`config.mk`:
```
export PLATFORM = sky130hd
export DESIGN_NAME = utf8_to_cp437_line_transcoder_top
export DESIGN_NICKNAME = d
export VERILOG_FILES = /design/src/utc_pkg.sv /design/src/utc_fifo.sv /design/src/utc_front.sv /design/src/utc_back.sv /design/src/utf8_to_cp437_line_transcoder_top.sv
export SDC_FILE = /design/constraint.sdc
export NUM_CORES = 1
export LEC_CHECK = 0
export BUFFER_PORTS_ARGS = -buffer_cell sky130_fd_sc_hd__buf_2
export CAP_MARGIN = 10
export CORE_MARGIN = 4
export CORE_UTILIZATION = 55
export CTS_CLUSTER_DIAMETER = 50
export CTS_CLUSTER_SIZE = 10
export DETAILED_ROUTE_END_ITERATION = 10
export GPL_ROUTABILITY_DRIVEN = 0
export PLACE_DENSITY = 0.74
export SETUP_SLACK_MARGIN = 0.4
export SYNTH_ARGS = -nofsm -noshare
export SYNTH_HDL_FRONTEND = slang
export SYNTH_SLANG_ARGS = --single-unit
```
`constraint.sdc`:
```
create_clock -name clock -period 4.15 [get_ports clock]
set_input_delay 0.83 -clock clock [delete_from_list [all_inputs] [get_ports clock]]
set_output_delay 0.83 -clock clock [all_outputs]
set_load 0.03 [all_outputs]
```
`src/utc_pkg.sv`:
```
// ----------------------------------------------------------------------------
// utc_pkg
// Shared types, result codes and the CP437 upper-half lookup.
// ----------------------------------------------------------------------------
package utc_pkg;

   typedef struct packed {
      logic [7:0] in_byte;
      logic       line_end;
   } req_type;

   typedef struct packed {
      logic [7:0] out_char;
      logic [1:0] kind;
      logic       run_last;
   } rsp_type;

   localparam logic [1:0] KIND_CHAR   = 2'd0;
   localparam logic [1:0] KIND_ACCEPT = 2'd1;
   localparam logic [1:0] KIND_REJECT = 2'd2;
   localparam logic [1:0] KIND_EMPTY  = 2'd3;

   typedef enum logic [1:0] {
      CLS_ASCII,
      CLS_LEAD,
      CLS_CONT,
      CLS_OTHER
   } cls_type;

   typedef struct packed {
      logic [7:0] byte_val;
      logic       line_end;
      cls_type    cls;
      logic       drop;
      logic [2:0] lead_len;
      logic [4:0] lead_bits;
   } item_type;

   localparam logic [7:0] CHAR_TAB   = 8'h09;
   localparam logic [7:0] CHAR_CR    = 8'h0D;
   localparam logic [7:0] CHAR_SPACE = 8'h20;
   localparam logic [7:0] CHAR_TILDE = 8'h7E;

   localparam logic [15:0] UPPER_HALF_TBL [128] = '{
      16'h00C7, 16'h00FC, 16'h00E9, 16'h00E2, 16'h00E4, 16'h00E0, 16'h00E5, 16'h00E7,
      16'h00EA, 16'h00EB, 16'h00E8, 16'h00EF, 16'h00EE, 16'h00EC, 16'h00C4, 16'h00C5,
      16'h00C9, 16'h00E6, 16'h00C6, 16'h00F4, 16'h00F6, 16'h00F2, 16'h00FB, 16'h00F9,
      16'h00FF, 16'h00D6, 16'h00DC, 16'h00A2, 16'h00A3, 16'h00A5, 16'h20A7, 16'h0192,
      16'h00E1, 16'h00ED, 16'h00F3, 16'h00FA, 16'h00F1, 16'h00D1, 16'h00AA, 16'h00BA,
      16'h00BF, 16'h2310, 16'h00AC, 16'h00BD, 16'h00BC, 16'h00A1, 16'h00AB, 16'h00BB,
      16'h2591, 16'h2592, 16'h2593, 16'h2502, 16'h2524, 16'h2561, 16'h2562, 16'h2556,
      16'h2555, 16'h2563, 16'h2551, 16'h2557, 16'h255D, 16'h255C, 16'h255B, 16'h2510,
      16'h2514, 16'h2534, 16'h252C, 16'h251C, 16'h2500, 16'h253C, 16'h255E, 16'h255F,
      16'h255A, 16'h2554, 16'h2569, 16'h2566, 16'h2560, 16'h2550, 16'h256C, 16'h2567,
      16'h2568, 16'h2564, 16'h2565, 16'h2559, 16'h2558, 16'h2552, 16'h2553, 16'h256B,
      16'h256A, 16'h2518, 16'h250C, 16'h2588, 16'h2584, 16'h258C, 16'h2590, 16'h2580,
      16'h03B1, 16'h00DF, 16'h0393, 16'h03C0, 16'h03A3, 16'h03C3, 16'h00B5, 16'h03C4,
      16'h03A6, 16'h0398, 16'h03A9, 16'h03B4, 16'h221E, 16'h03C6, 16'h03B5, 16'h2229,
      16'h2261, 16'h00B1, 16'h2265, 16'h2264, 16'h2320, 16'h2321, 16'h00F7, 16'h2248,
      16'h00B0, 16'h2219, 16'h00B7, 16'h221A, 16'h207F, 16'h00B2, 16'h25A0, 16'h00A0
   };

   // returns {found, cp437 byte}
   function automatic logic [8:0] map_cp437(input logic [20:0] cp);
      logic [8:0] res;
      res = 9'd0;
      if (cp >= 21'(CHAR_SPACE) && cp <= 21'(CHAR_TILDE)) begin
         res = {1'b1, cp[7:0]};
      end else if (cp == 21'(CHAR_TAB)) begin
         res = {1'b1, CHAR_SPACE};
      end else begin
         for (int i = 0; i < 128; i++) begin
            if (cp[20:16] == 5'd0 && cp[15:0] == UPPER_HALF_TBL[i]) begin
               res = {1'b1, 8'(i + 128)};
            end
         end
      end
      return res;
   endfunction

endpackage

```
`src/utc_fifo.sv`:
```
// ----------------------------------------------------------------------------
// utc_fifo
// Small register-based first-in first-out queue.
// ----------------------------------------------------------------------------
module utc_fifo #(
   parameter int WIDTH = 8,
   parameter int DEPTH = 2
) (
   input  logic             clock,
   input  logic             reset,
   input  logic             push,
   input  logic [WIDTH-1:0] push_data,
   output logic             full,
   input  logic             pop,
   output logic [WIDTH-1:0] pop_data,
   output logic             empty
);

   localparam int PW = (DEPTH > 1) ? $clog2(DEPTH) : 1;
   localparam int CW = $clog2(DEPTH + 1);

   logic [WIDTH-1:0] mem_ff [DEPTH];
   logic [PW-1:0]    wr_ptr_ff, rd_ptr_ff;
   logic [CW-1:0]    count_ff;
   logic             do_push, do_pop;

   assign full     = (count_ff == CW'(DEPTH));
   assign empty    = (count_ff == '0);
   assign do_push  = push && !full;
   assign do_pop   = pop && !empty;
   assign pop_data = mem_ff[rd_ptr_ff];

   always_ff @(posedge clock) begin
      if (reset) begin
         wr_ptr_ff <= '0;
         rd_ptr_ff <= '0;
         count_ff  <= '0;
      end else begin
         if (do_push) begin
            wr_ptr_ff <= (wr_ptr_ff == PW'(DEPTH - 1)) ? '0 : wr_ptr_ff + 1'b1;
         end
         if (do_pop) begin
            rd_ptr_ff <= (rd_ptr_ff == PW'(DEPTH - 1)) ? '0 : rd_ptr_ff + 1'b1;
         end
         if (do_push && !do_pop) begin
            count_ff <= count_ff + 1'b1;
         end else if (do_pop && !do_push) begin
            count_ff <= count_ff - 1'b1;
         end
      end
   end

   always_ff @(posedge clock) begin
      if (do_push) begin
         mem_ff[wr_ptr_ff] <= push_data;
      end
   end

endmodule

```
`src/utc_front.sv`:
```
// ----------------------------------------------------------------------------
// utc_front
// Accepts request bytes, classifies them and queues them for the sequencer.
// ----------------------------------------------------------------------------
module utc_front import utc_pkg::*; #(
   parameter int QUEUE_DEPTH = 2
) (
   input  logic     clock,
   input  logic     reset,
   input  logic     req_push,
   input  req_type  req_data,
   output logic     req_full,
   input  logic     q_pop,
   output item_type q_data,
   output logic     q_empty
);

   item_type item;
   logic [7:0] b;

   assign b = req_data.in_byte;

   always_comb begin
      item           = '0;
      item.byte_val  = b;
      item.line_end  = req_data.line_end;
      item.drop      = req_data.line_end && (b == CHAR_CR);
      item.cls       = CLS_OTHER;
      if (!b[7]) begin
         item.cls = CLS_ASCII;
      end else if (b[7:6] == 2'b10) begin
         item.cls = CLS_CONT;
      end else if (b >= 8'hC2 && b <= 8'hDF) begin
         item.cls       = CLS_LEAD;
         item.lead_len  = 3'd2;
         item.lead_bits = b[4:0];
      end else if (b >= 8'hE0 && b <= 8'hEF) begin
         item.cls       = CLS_LEAD;
         item.lead_len  = 3'd3;
         item.lead_bits = {1'b0, b[3:0]};
      end else if (b >= 8'hF0 && b <= 8'hF4) begin
         item.cls       = CLS_LEAD;
         item.lead_len  = 3'd4;
         item.lead_bits = {2'b0, b[2:0]};
      end
   end

   utc_fifo #(
      .WIDTH ($bits(item_type)),
      .DEPTH (QUEUE_DEPTH)
   ) u_queue (
      .clock     (clock),
      .reset     (reset),
      .push      (req_push),
      .push_data (item),
      .full      (req_full),
      .pop       (q_pop),
      .pop_data  (q_data),
      .empty     (q_empty)
   );

endmodule

```
`src/utc_back.sv`:
```
// ----------------------------------------------------------------------------
// utc_back
// Decode sequencer: assembles code points, flushes failed sequences raw,
// maps to CP437 and writes results to the response queue.
// ----------------------------------------------------------------------------
module utc_back import utc_pkg::*; #(
   parameter int QUEUE_DEPTH = 2
) (
   input  logic     clock,
   input  logic     reset,
   output logic     q_pop,
   input  item_type q_data,
   input  logic     q_empty,
   output rsp_type  rsp_data,
   output logic     rsp_empty,
   input  logic     rsp_pop
);

   typedef enum logic [2:0] {
      S_IDLE, S_FEED, S_FLUSH, S_START, S_MAP, S_ENDCHK, S_ENDOUT, S_DONE
   } state_type;

   state_type   st_ff, st_in, after_ff, after_in;
   item_type    item_ff, item_in;
   logic [7:0]  pend_ff [4];
   logic [2:0]  cnt_ff, cnt_in, exp_ff, exp_in;
   logic [20:0] acc_ff, acc_in, cp_ff, cp_in, acc_new;
   logic        rej_ff, rej_in, nonempty_ff, nonempty_in;
   logic [1:0]  idx_ff, idx_in;
   logic        hold_valid_ff, hold_valid_in;
   rsp_type     hold_ff, hold_in;
   logic        pend_we;
   logic [1:0]  pend_wa;
   logic [7:0]  pend_wd;
   logic        emit_req, can_emit, oq_push, oq_full;
   rsp_type     emit_data, oq_data;
   logic        seq_bad;
   logic [8:0]  map_res;

   assign acc_new  = {acc_ff[14:0], item_ff.byte_val[5:0]};
   assign seq_bad  = (exp_ff == 3'd3 && acc_new < 21'h800) ||
                     (exp_ff == 3'd4 && acc_new < 21'h10000) ||
                     (acc_new >= 21'hD800 && acc_new <= 21'hDFFF) ||
                     (acc_new > 21'h10FFFF);
   assign map_res  = map_cp437(cp_ff);
   assign can_emit = !hold_valid_ff || !oq_full;

   always_comb begin
      st_in         = st_ff;
      after_in      = after_ff;
      item_in       = item_ff;
      cnt_in        = cnt_ff;
      exp_in        = exp_ff;
      acc_in        = acc_ff;
      cp_in         = cp_ff;
      rej_in        = rej_ff;
      nonempty_in   = nonempty_ff;
      idx_in        = idx_ff;
      pend_we       = 1'b0;
      pend_wa       = cnt_ff[1:0];
      pend_wd       = item_ff.byte_val;
      emit_req      = 1'b0;
      emit_data     = '0;
      q_pop         = 1'b0;
      case (st_ff)
         S_IDLE: begin
            if (!q_empty) begin
               q_pop   = 1'b1;
               item_in = q_data;
               st_in   = S_FEED;
            end
         end
         S_FEED: begin
            if (rej_ff || item_ff.drop) begin
               st_in = S_ENDCHK;
            end else if (cnt_ff == 3'd0) begin
               st_in = S_START;
            end else if (item_ff.cls != CLS_CONT) begin
               idx_in   = 2'd0;
               after_in = S_START;
               st_in    = S_FLUSH;
            end else begin
               pend_we = 1'b1;
               cnt_in  = cnt_ff + 3'd1;
               acc_in  = acc_new;
               if (cnt_ff + 3'd1 < exp_ff) begin
                  st_in = S_ENDCHK;
               end else if (seq_bad) begin
                  idx_in   = 2'd0;
                  after_in = S_ENDCHK;
                  st_in    = S_FLUSH;
               end else begin
                  cnt_in = 3'd0;
                  cp_in  = acc_new;
                  st_in  = S_MAP;
               end
            end
         end
         S_FLUSH: begin
            emit_req  = 1'b1;
            emit_data = '{out_char: pend_ff[idx_ff], kind: KIND_CHAR, run_last: 1'b0};
            if (can_emit) begin
               nonempty_in = 1'b1;
               if ({1'b0, idx_ff} + 3'd1 == cnt_ff) begin
                  cnt_in = 3'd0;
                  st_in  = after_ff;
               end else begin
                  idx_in = idx_ff + 2'd1;
               end
            end
         end
         S_START: begin
            case (item_ff.cls)
               CLS_ASCII: begin
                  cp_in = {13'd0, item_ff.byte_val};
                  st_in = S_MAP;
               end
               CLS_LEAD: begin
                  pend_we = 1'b1;
                  pend_wa = 2'd0;
                  cnt_in  = 3'd1;
                  exp_in  = item_ff.lead_len;
                  acc_in  = {16'd0, item_ff.lead_bits};
                  st_in   = S_ENDCHK;
               end
               default: begin
                  // stray continuation or invalid lead goes out raw
                  emit_req  = 1'b1;
                  emit_data = '{out_char: item_ff.byte_val, kind: KIND_CHAR,
                                run_last: 1'b0};
                  if (can_emit) begin
                     nonempty_in = 1'b1;
                     st_in       = S_ENDCHK;
                  end
               end
            endcase
         end
         S_MAP: begin
            if (!map_res[8]) begin
               rej_in = 1'b1;
               cnt_in = 3'd0;
               st_in  = S_ENDCHK;
            end else begin
               emit_req  = 1'b1;
               emit_data = '{out_char: map_res[7:0], kind: KIND_CHAR, run_last: 1'b0};
               if (can_emit) begin
                  nonempty_in = 1'b1;
                  st_in       = S_ENDCHK;
               end
            end
         end
         S_ENDCHK: begin
            if (item_ff.line_end && !rej_ff && cnt_ff != 3'd0) begin
               idx_in   = 2'd0;
               after_in = S_ENDOUT;
               st_in    = S_FLUSH;
            end else if (item_ff.line_end) begin
               st_in = S_ENDOUT;
            end else begin
               st_in = S_DONE;
            end
         end
         S_ENDOUT: begin
            emit_req  = 1'b1;
            emit_data = '{out_char: 8'd0,
                          kind: rej_ff ? KIND_REJECT :
                                (nonempty_ff ? KIND_ACCEPT : KIND_EMPTY),
                          run_last: 1'b0};
            if (can_emit) begin
               rej_in      = 1'b0;
               nonempty_in = 1'b0;
               cnt_in      = 3'd0;
               exp_in      = 3'd0;
               acc_in      = 21'd0;
               st_in       = S_DONE;
            end
         end
         S_DONE: begin
            if (!hold_valid_ff || !oq_full) begin
               st_in = S_IDLE;
            end
         end
         default: begin
            st_in = S_IDLE;
         end
      endcase
   end

   // the newest result waits in a hold register until the next one tells
   // whether it closes the run
   always_comb begin
      hold_valid_in = hold_valid_ff;
      hold_in       = hold_ff;
      oq_push       = 1'b0;
      oq_data       = hold_ff;
      if (emit_req && can_emit) begin
         oq_push       = hold_valid_ff;
         hold_valid_in = 1'b1;
         hold_in       = emit_data;
      end else if (st_ff == S_DONE && hold_valid_ff && !oq_full) begin
         oq_push           = 1'b1;
         oq_data.run_last  = 1'b1;
         hold_valid_in     = 1'b0;
      end
   end

   always_ff @(posedge clock) begin
      if (reset) begin
         st_ff         <= S_IDLE;
         after_ff      <= S_IDLE;
         cnt_ff        <= 3'd0;
         exp_ff        <= 3'd0;
         acc_ff        <= 21'd0;
         rej_ff        <= 1'b0;
         nonempty_ff   <= 1'b0;
         hold_valid_ff <= 1'b0;
      end else begin
         st_ff         <= st_in;
         after_ff      <= after_in;
         cnt_ff        <= cnt_in;
         exp_ff        <= exp_in;
         acc_ff        <= acc_in;
         rej_ff        <= rej_in;
         nonempty_ff   <= nonempty_in;
         hold_valid_ff <= hold_valid_in;
      end
   end

   always_ff @(posedge clock) begin
      item_ff <= item_in;
      cp_ff   <= cp_in;
      idx_ff  <= idx_in;
      hold_ff <= hold_in;
      if (pend_we) begin
         pend_ff[pend_wa] <= pend_wd;
      end
   end

   utc_fifo #(
      .WIDTH ($bits(rsp_type)),
      .DEPTH (QUEUE_DEPTH)
   ) u_rsp_queue (
      .clock     (clock),
      .reset     (reset),
      .push      (oq_push),
      .push_data (oq_data),
      .full      (oq_full),
      .pop       (rsp_pop),
      .pop_data  (rsp_data),
      .empty     (rsp_empty)
   );

endmodule

```
`src/utf8_to_cp437_line_transcoder_top.sv`:
```
// ----------------------------------------------------------------------------
// utf8_to_cp437_line_transcoder_top
// Strict UTF-8 line decoder producing CP437 characters and a line verdict.
// ----------------------------------------------------------------------------
// Bytes are pushed into a request queue and handled one at a time by a decode
// sequencer; results come out of a response queue, each byte's last result
// flagged by run_last and every line closed by one accepted, rejected or
// empty verdict. The sequencer takes an extra step for each byte flushed raw
// from a failed sequence and another for the line verdict; back pressure on
// the response side stalls it.
module utf8_to_cp437_line_transcoder_top import utc_pkg::*; #(
   parameter int QUEUE_DEPTH = 2
) (
   input  logic    clock,
   input  logic    reset,
   input  logic    req_push,
   input  req_type req_data,
   output logic    req_full,
   output logic    rsp_empty,
   input  logic    rsp_pop,
   output rsp_type rsp_data
);

   item_type q_data;
   logic     q_pop, q_empty;

   utc_front #(.QUEUE_DEPTH (QUEUE_DEPTH)) u_front (
      .clock    (clock),
      .reset    (reset),
      .req_push (req_push),
      .req_data (req_data),
      .req_full (req_full),
      .q_pop    (q_pop),
      .q_data   (q_data),
      .q_empty  (q_empty)
   );

   utc_back #(.QUEUE_DEPTH (QUEUE_DEPTH)) u_back (
      .clock     (clock),
      .reset     (reset),
      .q_pop     (q_pop),
      .q_data    (q_data),
      .q_empty   (q_empty),
      .rsp_data  (rsp_data),
      .rsp_empty (rsp_empty),
      .rsp_pop   (rsp_pop)
   );

endmodule

```
==> results.yml <==
outcome:
  outcome: "complete, but fails checks"
  violations: "DRC"
yosys:
  synth_edf_count: 147
  postSynthAreaPerCell_sq_um: 10.4
  ys_ff_latch: 188
  syn_inst: 986
  synth_ff_type: "edfxtp_1"
  ys_seq_area_share_pct: 50.9
  synth_area_sq_um: 10300
  ys_types: 87
  yosys_warnings: 0
  netlist.area_leader.share_pct: 42.9
  yosysTopAreaCell: "edfxtp_1"
  async_reset_ff_share_pct: 0
  synth_nets: 1006
  ys_top_cells_by_area: "edfxtp_1 43%, dfxtp_1 8.0%, mux2_2 3.7%"
global_route:
  grt_pass1_vias: 8051
  overflow: 0
  antenna_found_initial: 0
  track_usage_pct: 26.8
  grt_first_pass_wirelength_mm: 43.6
  grt_max_degree: 54
critical_path:
  r2r_cells: 12
  cp_data_arrival_time_ps: 4110
  path_class: "reg2reg"
  worstSetupEndpointType: "flop"
  cp-start-kind: "flop"
  crit_path_max_fanout: 28
  required_ps: 4500
route:
  wl_per_cell_um: 21.7
  drc: 64
  ant_nets: 0
  routed-wl-met3_mm: 3.00
  vias: 8610
  drt-met1-wl_mm: 10.9
  route.met2.wl_mm: 11.9
  drt_first_pass_iters: 11
  drt_iter0_markers: 1624
  top_layer: "met4"
  totalWireLength_mm: 27.6
  avgViaCountPerCell: 6.77
sta:
  setup_tns_ps: 0
  slew_viol_final: 0
  setup_ws_ps: 397
  rsz0062_at_grt: "yes"
  max-slew-margin-rel_pct: 30.9
  worst_pin_slew_ps: 1030
  hold_viol_final: 0
  finalCritPeriodShare_pct: 90.4
  finalSetupViolations: 0
  fmax_ghz: 0.266
  hold_slack_ps: 443
  clock-skew-final_ps: 13.9
  layout_min_cycle_time_ps: 3750
final_layout:
  syn_to_final_growth_pct: 11.9
  drive_above_1_share_pct: 18.6
  final_cell_mix: "147 x edfxtp_1, 92 x nor2_1, 76 x nand2_1"
  antenna_cells: 0
  layout_commonest_cell: "edfxtp_1"
  nNetsFinal: 1049
power:
  ir_drop_mv: 0.356
  leakage_nw: 3.77
  power_w: 0.00521
  powerDensity_nw_per_um2: 453
hold_path:
  hp-class: "reg2reg"
  min_path_cells: 0
job:
  maxCapViolations: 0
clock_network:
  cts_tree: "done"
  cts-buffers-inserted: 17
  cts.path.max_buffers: 2
  cts.clk_slew.worst_paths_ps: 70
  clkLatencyLatePin_ps: 430
  clock_sinks: 188
  htreeDepth: 4
  cts_root_buf: "clkbuf_16"
place:
  io_buffer_count: 25
  post-place-ws_ps: 308
  hpwl_mm: 19.1
floorplan:
  die-area_sq_um: 21000
  pin_count: 26
  core-area_sq_um: 18100
  dieWidth_um: 145
  rows: 49
  initial_utilization_pct: 56.7
  die-height_um: 145
## synthesized netlist by cell type (6+ instances only)
master and instances:
nand2b_1 12, a32oi_1 9, nor3b_1 9, nand2_1 76, clkbuf_1 33, nor4_1 18
o22ai_1 7, and4_1 7, a31oi_1 9, or3_1 6, nand4_1 16, and2_1 20
nand3_1 31, buf_2 19, a221oi_1 10, buf_1 7, edfxtp_1 147, xor2_1 11
nor2b_1 21, nor3_1 44, dfxtp_1 41, ha_1 7, inv_1 16, xnor2_1 6
o32ai_1 8, nor4bb_1 8, a22oi_1 18, o21ai_0 41, mux2_2 34, nor4b_1 6
a21oi_1 53, a211oi_1 6, mux4_2 8, or4_1 11, nor2_1 93, and3_1 7
## worst paths after layout
kind / slack (ps) / from / endpoint
setup / recovery: 400 / u_back.cp_ff[2]$_DFFE_PP_ / u_back.u_rsp_queue.count_ff[1]$_SDFFE_PP0P_
setup reg to reg: 400 / u_back.cp_ff[2]$_DFFE_PP_ / u_back.u_rsp_queue.count_ff[1]$_SDFFE_PP0P_
hold reg to reg: 440 / u_back.hold_ff[8]$_DFFE_PP_ / u_back.u_rsp_queue.mem_ff[1][8]$_DFFE_PP_
hold / removal: 440 / u_back.hold_ff[8]$_DFFE_PP_ / u_back.u_rsp_queue.mem_ff[1][8]$_DFFE_PP_
## per-layer routing
metal,GRT usage [%],up-vias
li1,-,3896
met1,35.9,3897
met2,39.7,602
met3,7.49,215
met4,14.5,0
met5,0,-
## per-stage QoR
stage | instance area (sq um) | util [%] | cells
after floorplan | 10300 | - | 986
after global placement | 10800 | 59.4 | 1223
after detailed placement | 10800 | 59.4 | 1223
after CTS | 11400 | 62.8 | 1260
after global routing | 11500 | 63.4 | 1271
final | 11500 | 63.4 | 1271
## cell families after synthesis
family / after synthesis / share of synthesized area, %
XOR/XNOR: 17 / 1.45
buffers and inverters: 87 / 3.88
AND/OR/NAND/NOR: 414 / 21.9
AO/OA/AOI/OAI: 227 / 15.1
adder cells (fa/ha/maj): 7 / 0.851
flip-flops: 188 / 50.9
multiplexers: 46 / 5.88
## registers in the layout, summed over array words and instances, names as in the netlist, 8 cells and up, named ones only
| signal | count |
|---|---|
| u_back.hold_ff | 10 |
| u_back.u_rsp_queue.mem_ff | 22 |
| u_back.item_ff | 12 |
| u_back.acc_ff | 15 |
| u_back.pend_ff | 32 |
| u_back.cp_ff | 21 |
| u_front.u_queue.mem_ff | 40 |
| u_back.pend_wd | 8 |
## where the power goes
part / internal, W / switching, W
clock: 0.000789 / 0.000748
combinational: 0.000411 / 0.000599
sequential: 0.00238 / 0.000285
total: 0.00358 / 0.00163
## critical path, stage by stage, from the launching register on
cell and delay (ps):
edfxtp_1 360, buf_4 240, or4b_2 800, nor3_2 250, nand4_1 270, nand3_1 240, and4bb_1 250, nand4bb_1 130
o21ai_1 110, a21oi_2 230, ha_1 290, or3_1 360, a21oi_1 150
## cell type report
cell class / count / area, sq um
clock buffers: 17 / 425
multi-input cells: 711 / 4700
fillers: 1397 / 6640
repair buffers: 92 / 663
well taps: 229 / 287
clock inverters: 15 / 133
flip-flops and latches: 188 / 5240
inverters: 19 / 71.3
## repair_timing
item	in CTS	in global routing
setup endpoints to repair	12	36
hold buffers	0	0
pin swaps	0	2
setup buffers	5	11
resized for setup	1	8
hold endpoints to repair	0	0
Power figures use the tool's default switching activity.
